[src/design/dkts_pkg.sv]
// ----------------------------------------------------------------------------
// dkts_pkg
// Shared widths and control types for the descending key/tag sorter.
// ----------------------------------------------------------------------------
package dkts_pkg;

  // fixed field widths of the channels
  localparam int KEY_W     = 32;
  localparam int TAG_PORT_W = 16;

  // per-cycle command broadcast to every cell of the chain
  typedef struct packed {
    logic insert;   // a new pair enters the chain
    logic unload;   // every cell takes its successor's entry
  } dkts_ctrl_t;

endpackage

[src/design/dkts_cell.sv]
// ----------------------------------------------------------------------------
// dkts_cell
// One slot of the insertion chain: holds an entry, compares it against the
// incoming key, and shifts down on insert or up on unload.
// ----------------------------------------------------------------------------
module dkts_cell
  import dkts_pkg::*;
#(
  parameter int TAG_W = 16
) (
  input  logic             clk,
  input  logic             rst_n,
  input  dkts_ctrl_t       ctrl,
  input  logic [KEY_W-1:0] new_key,
  input  logic [TAG_W-1:0] new_tag,
  // predecessor (toward the head)
  input  logic             prev_take,
  input  logic             prev_valid,
  input  logic [KEY_W-1:0] prev_key,
  input  logic [TAG_W-1:0] prev_tag,
  // successor (toward the tail)
  input  logic             next_valid,
  input  logic [KEY_W-1:0] next_key,
  input  logic [TAG_W-1:0] next_tag,
  // own entry
  output logic             take,
  output logic             valid,
  output logic [KEY_W-1:0] key,
  output logic [TAG_W-1:0] tag
);

  logic             valid_r, valid_nxt;
  logic [KEY_W-1:0] key_r, key_nxt;
  logic [TAG_W-1:0] tag_r, tag_nxt;

  // strict compare keeps equal keys in load order
  assign take = ctrl.insert && (!valid_r || (new_key > key_r));

  // next entry
  always_comb begin
    valid_nxt = valid_r;
    key_nxt   = key_r;
    tag_nxt   = tag_r;
    if (ctrl.unload) begin
      valid_nxt = next_valid;
      key_nxt   = next_key;
      tag_nxt   = next_tag;
    end else if (take) begin
      if (prev_take) begin
        valid_nxt = prev_valid;
        key_nxt   = prev_key;
        tag_nxt   = prev_tag;
      end else begin
        valid_nxt = 1'b1;
        key_nxt   = new_key;
        tag_nxt   = new_tag;
      end
    end
  end

  // valid bit under reset
  always_ff @(posedge clk) begin
    if (!rst_n) begin
      valid_r <= 1'b0;
    end else begin
      valid_r <= valid_nxt;
    end
  end

  // entry payload
  always_ff @(posedge clk) begin
    key_r <= key_nxt;
    tag_r <= tag_nxt;
  end

  assign valid = valid_r;
  assign key   = key_r;
  assign tag   = tag_r;

endmodule

[config.mk]
export PLATFORM = sky130hd
export DESIGN_NAME = dkts_cell
export DESIGN_NICKNAME = d
export VERILOG_FILES = /design/src/design/dkts_pkg.sv /design/src/design/dkts_cell.sv
export SDC_FILE = /design/constraint.sdc
export NUM_CORES = 1
export LEC_CHECK = 0
export BUFFER_PORTS_ARGS = -buffer_cell sky130_fd_sc_hd__buf_2
export CAP_MARGIN = 15
export CORE_MARGIN = 2
export CORE_UTILIZATION = 45
export DETAILED_ROUTE_END_ITERATION = 10
export PLACE_DENSITY = 0.88
export SYNTH_ARGS = -nofsm -noshare
export SYNTH_HDL_FRONTEND = slang
export SYNTH_SLANG_ARGS = --single-unit
export TNS_END_PERCENT = 50
[constraint.sdc]
create_clock -name clk -period 13 [get_ports clk]
set_clock_uncertainty 0.15 [all_clocks]
set_input_delay 1.3 -clock clk [delete_from_list [all_inputs] [get_ports clk]]
set_output_delay 1.3 -clock clk [all_outputs]
set_load 0.005 [all_outputs]
==> results of run 1 <==
per-layer routing:
layer	track usage, %	part of all wire (%)
met1	23.7	40
met2	39.4	53
met3	4.61	6.3
met4	4.23	0.90
met5	0	0
cells in the final DEF (no fill, tap or decap), types with 4 or more instances in the layout:
master    synthesis  final
edfxtp_1         48     48
buf_2             4    200
clkbuf_8          0      5
nand4_1           6      6
nor2_1            4      4
inv_1            36     36
nand2_1          57     57
o21ai_0          53     53
mux2i_1          48     48
ha_1             32     32
a21oi_1          12     12
cell usage after synthesis, drive strengths merged (2+ instances only):
master and n:
a2111oi 2, a21boi 3, a21oi 13, buf 5, clkbuf 12, edfxtp 48, ha 32, inv 36
mux2i 48, nand2 57, nand3 2, nand4 6, nor2 4, nor3 2, nor4 2, o21a 2
o21ai 53
logic make-up after synthesis:
group,synth area share [%]
buf+inv,6.13
compound gates,13.6
simple gates,9.85
fa+ha+maj,12.0
mux,14.4
flops,43.9
final timing paths:
| path | end | slack, ps | depth (start not counted) |
|---|---|---|---|
| max | take | 8310 | 8 |
| min reg2reg | valid | 540 | 3 |
| min | valid | 540 | 3 |
| max reg2reg | tag[15] | 9930 | 9 |
state kept, by name, indices dropped and copies added, names as in the netlist:
register,count
key,32
tag,16
valid,1
where the power goes:
group	total (mW)	switching, mW	internal (mW)
clock network	0.105	0.0488	0.0560
logic	0.118	0.0612	0.0567
registers	0.203	0.00753	0.196
tightest hold or removal path: cells and delay by family, from the launching register on:
family,cells,cell delay [ps]
AOI/OAI and AO/OA,2,190
buffers and inverters,1,80
DFF,1,370
through the flow:
stage | worst slack (ps) | instance area (um2) | util (%) | power (mW) | hold WS (ps)
5_1_grt | 8120 | 4530 | 62.7 | 0.452 | 585
3_3_place_gp | 8290 | 4420 | 61.3 | 0.319 | 486
4_1_cts | 8270 | 4530 | 62.7 | 0.432 | 532
3_5_place_dp | 8270 | 4420 | 61.3 | 0.326 | 517
6_report | 8310 | 4530 | 62.7 | 0.426 | 537
2_1_floorplan | 7400 | 3330 | - | 0.267 | 436
layout make-up:
| class | instances | area share (%) |
|---|---|---|
| inverter | 36 | 2.99 |
| multi-input combinational | 235 | 37.1 |
| tap | 99 | 2.74 |
| clock buffer | 5 | 1.52 |
| sequential | 49 | 32.3 |
| clock inverter | 2 | 0.774 |
| timing repair buffer | 203 | 22.6 |
==> run metrics, run 1 <==
Worst setup EP type output port; syn nets 520; Post-Place Cells 622; Post-Route WL 8690 um; clock buffer depth 2; hold path startpoint valid; crit path DAT 3240 ps; CTS clk-pin slew, worst paths 80 ps; post-detail-place hpwl 6950 um; cell taking the most area after synthesis edfxtp_1; clock root buffer clkbuf_8; die height 90 um; #FFs+latches synth 49; average size of a mapped cell 9.88 um2; grt total ovfl 0; vias in the first global route 3061; post-synth cell types 34; CTS Buf Count 5; Max-slew headroom 46.3%; row count 31; storage element area 1460 um2; Die Wd 90 um; register area share after synthesis 43.9%; DIE AREA 8100 um2; crit path launch new_key[31]; # resized after CTS 0; worst-path fanout max 4; initial antenna violation count 0; final period utilization 36.1%; Mapped Cells 337; TritonCTS Sinks 49; drt first pass iters 4; unrepaired setup endpoints after global routing false; final setup violation count 0; placer's final routability congestion estimate 0.810; Synth area leaders edfxtp_1, mux2i_1, ha_1, o21ai_0, nand2_1; layout cells sized above 1 40.9%; worst path required time 11550 ps; wire per inst 13.8 um; Post-synth EDFFs 48; fin cells 629; core footprint 7210 um2; Max-cap violations 0; final setup TNS 0 ps; Multi-input gate area 1680 um2; Slew Limit Fails 0; Overall Global Routing Usage 20.7%; filler instances 605; FMAX 213 MHz; Remaining DRCs 0; Critical Path, Cell by Cell buf_2 > ha_1 > nand4_1 > nor4_1 > nand3_1 > a2bb2oi_1 > a21boi_1 > buf_2; CP max stage delay 540 ps; CP bufs+invs 2; P_leak 2.33 nW; CP startpoint kind primary input; Initial Util 46.1%; HP Class flop to flop; Post-Syn Area 3330 um2; CP max-delay cell nor4_1; hold_buf cts 0; antenna-violating nets left 0; min Tclk post-route 4690 ps; R2R Path Start key[14]; synth warn 0; Top Ports 201; crit-path leading delay family simple AND/OR/NAND/NOR gates; clk_lat worst skew 290 ps; Area Overhead vs Synth 36.0%; top_reg_cell synth edfxtp_1; CP Class primary input to output port; ant diodes 0; port bufs 200; Worst VDD drop 68.3 uV; most frequent cell on the critical path buf_2; Worst Max-Slew Pin Slew 805 ps; initial DRC count 110; final hold viol count 0; CTS tree yes; total number of vias 3162; Synth top area share 43.3%; Pwr Density 94.1 nW/um2; first-pass GRT wire length 13900 um; post-CTS setup buffers 0; largest net degree at the start of global routing 99; H-Tree Level Count 2; Vias/cell 5.03; Final #Nets 713; status finished clean; asr flop ratio synth 0%
Note: power is estimated with default switching activity, not from simulation.
==> run 2, diff against run 1 <==
Settings changed: CORE_UTILIZATION 45 to 40, PLACE_DENSITY 0.88 to 0.83.
Clock period 13 ns to 4 ns, I/O delays scaled along.
==> run metrics, run 2 (synthesis gave the netlist of run 1 again) <==
H-Tree Level Count 2 (unchanged); initial antenna violation count 0 (unchanged); max FFs per register 32 (unchanged); Worst VDD drop 147 uV (+110%); final setup TNS 0 ps (unchanged); Cell Int Power 943 uW (+210%); Max-slew headroom 59.9% (+14 points); P_sw 391 uW (+230%); initial DRC count 116 (+5.5%); HP Class primary input to flop; commonest non-fill, non-tap cell in the layout buf_2; final period utilization 77.5%; P_leak 2.33 nW (about the same); wire per inst 13.8 um (about the same); detailed-route wire length on metal 1 3550 um (+2.4%); layout cells sized above 1 41.1% (+0.14 points); final setup violation count 0 (unchanged); port bufs 200 (unchanged); status finished clean; Initial Util 40.9% (-5.2 points); antenna-violating nets left 0 (unchanged); clock root buffer clkbuf_8; DIE AREA 9070 um2 (+12%); CTS clk-pin slew, worst paths 90 ps (about the same); row count 33 (+6.5%); min Tclk post-route 3100 ps; first-pass GRT wire length 13600 um (-2.1%); Top Ports 201 (unchanged); final hold viol count 0 (unchanged); CP startpoint kind flop; Overall Global Routing Usage 19.3% (-1.4 points); sequential share of power 49.5% (+1.8 points); total number of vias 3185 (+0.73%); Worst Max-Slew Pin Slew 601 ps (-204 ps); placer's final routability congestion estimate 0.893 (+10%); CTS Buf Count 5 (unchanged); FMAX 322 MHz; DR WL met2 4480 um (-2.4%); CP Class flop to output port; Die Wd 95.2 um (+5.8%); Slew Limit Fails 0 (unchanged); highest routed layer met4; worst path required time 3450 ps (-8100 ps); Final #Nets 715 (+0.28%); CTS tree yes; switching share of power 29.3% (+1.7 points); clk_lat worst skew 300 ps (about the same); Hold Slack 226 ps (-311 ps); drt first pass iters 6 (+2); unrepaired setup endpoints after global routing false; commonest non-fill, non-tap cells in the layout buf_2, nand2_1, o21ai_0; Area Overhead vs Synth 36.1%; Setup Slack @ Placement 808 ps (-7460 ps); Remaining DRCs 0 (unchanged); met3 WL 641 um (+17%); # resized after CTS 0 (unchanged); post-detail-place hpwl 7240 um (+4.3%); ant diodes 0 (unchanged); largest net degree at the start of global routing 61 (-38%); vias in the first global route 3069 (+0.26%); Worst setup EP type output port; Vias/cell 4.99 (-0.69%); die height 95.2 um (+5.8%); Post-Route WL 8830 um (+1.5%); worst-path fanout max 4 (unchanged); crit path DAT 2550 ps (-690 ps); combinational fraction of design power 29.1% (+1.4 points); setup ws final 898 ps (-7410 ps); Pwr Density 295 nW/um2 (+210%); TritonCTS Sinks 49 (unchanged); total power 1.33 mW (+210%); core footprint 8130 um2 (+13%); hold_buf cts 0 (unchanged); Max-cap violations 0 (unchanged); grt total ovfl 0 (unchanged); post-CTS setup buffers 0 (unchanged); clock buffer depth 2 (unchanged); Clock Power Share 21.4% (-3.2 points)
## run 2: power groups by stage
| stage | combinational [mW] | sequential [mW] | clock [mW] |
|---|---|---|---|
| final | 0.389 | 0.660 | 0.285 |
| after global routing | 0.439 | 0.668 | 0.314 |
| after CTS | 0.392 | 0.661 | 0.297 |
| after detailed placement | 0.389 | 0.672 | 0 |
| after global placement | 0.373 | 0.671 | 0 |
| after floorplan | 0.189 | 0.679 | 0 |
## run 2: worst max-delay path, cell delays in order (launching register included)
cell,delay [ps]
edfxtp_1,370
inv_1,50
ha_1,310
nand4_1,190
nor4_1,500
nand3_1,140
a2bb2oi_1,420
a21boi_1,140
buf_2,140
## run 2: final timing paths
kind	startpoint	endpoint	slack [ps]	cells after the start
hold reg to reg	valid	valid	520	3
setup reg to reg	key[11]	key[16]	920	9
hold / removal	next_key[31]	key[31]	230	3
setup / recovery	key[31]	take	900	8
## run 2: routing by layer
metal	track usage, %	up-vias
met1	22.8	1450
met3	4.19	12
met5	0	-
met4	5.68	0
li1	-	1594
met2	35.0	129
## run 2: layout make-up
class,instances,area [um2]
clock inverter,3,17.5
clock buffer,5,68.8
sequential,49,1460
tap,105,131
fill,719,3600
timing repair buffer,205,1040
inverter,36,135
multi-input combinational,235,1680
## run 2: per-stage QoR
| stage | util [%] | cells | instance area [um2] |
|---|---|---|---|
| 2_1_floorplan | - | 337 | 3330 |
| 3_3_place_gp | 54.6 | 630 | 4440 |
| 3_5_place_dp | 54.6 | 630 | 4440 |
| 4_1_cts | 55.7 | 638 | 4530 |
| 5_1_grt | 55.7 | 638 | 4530 |
| 6_report | 55.7 | 638 | 4530 |
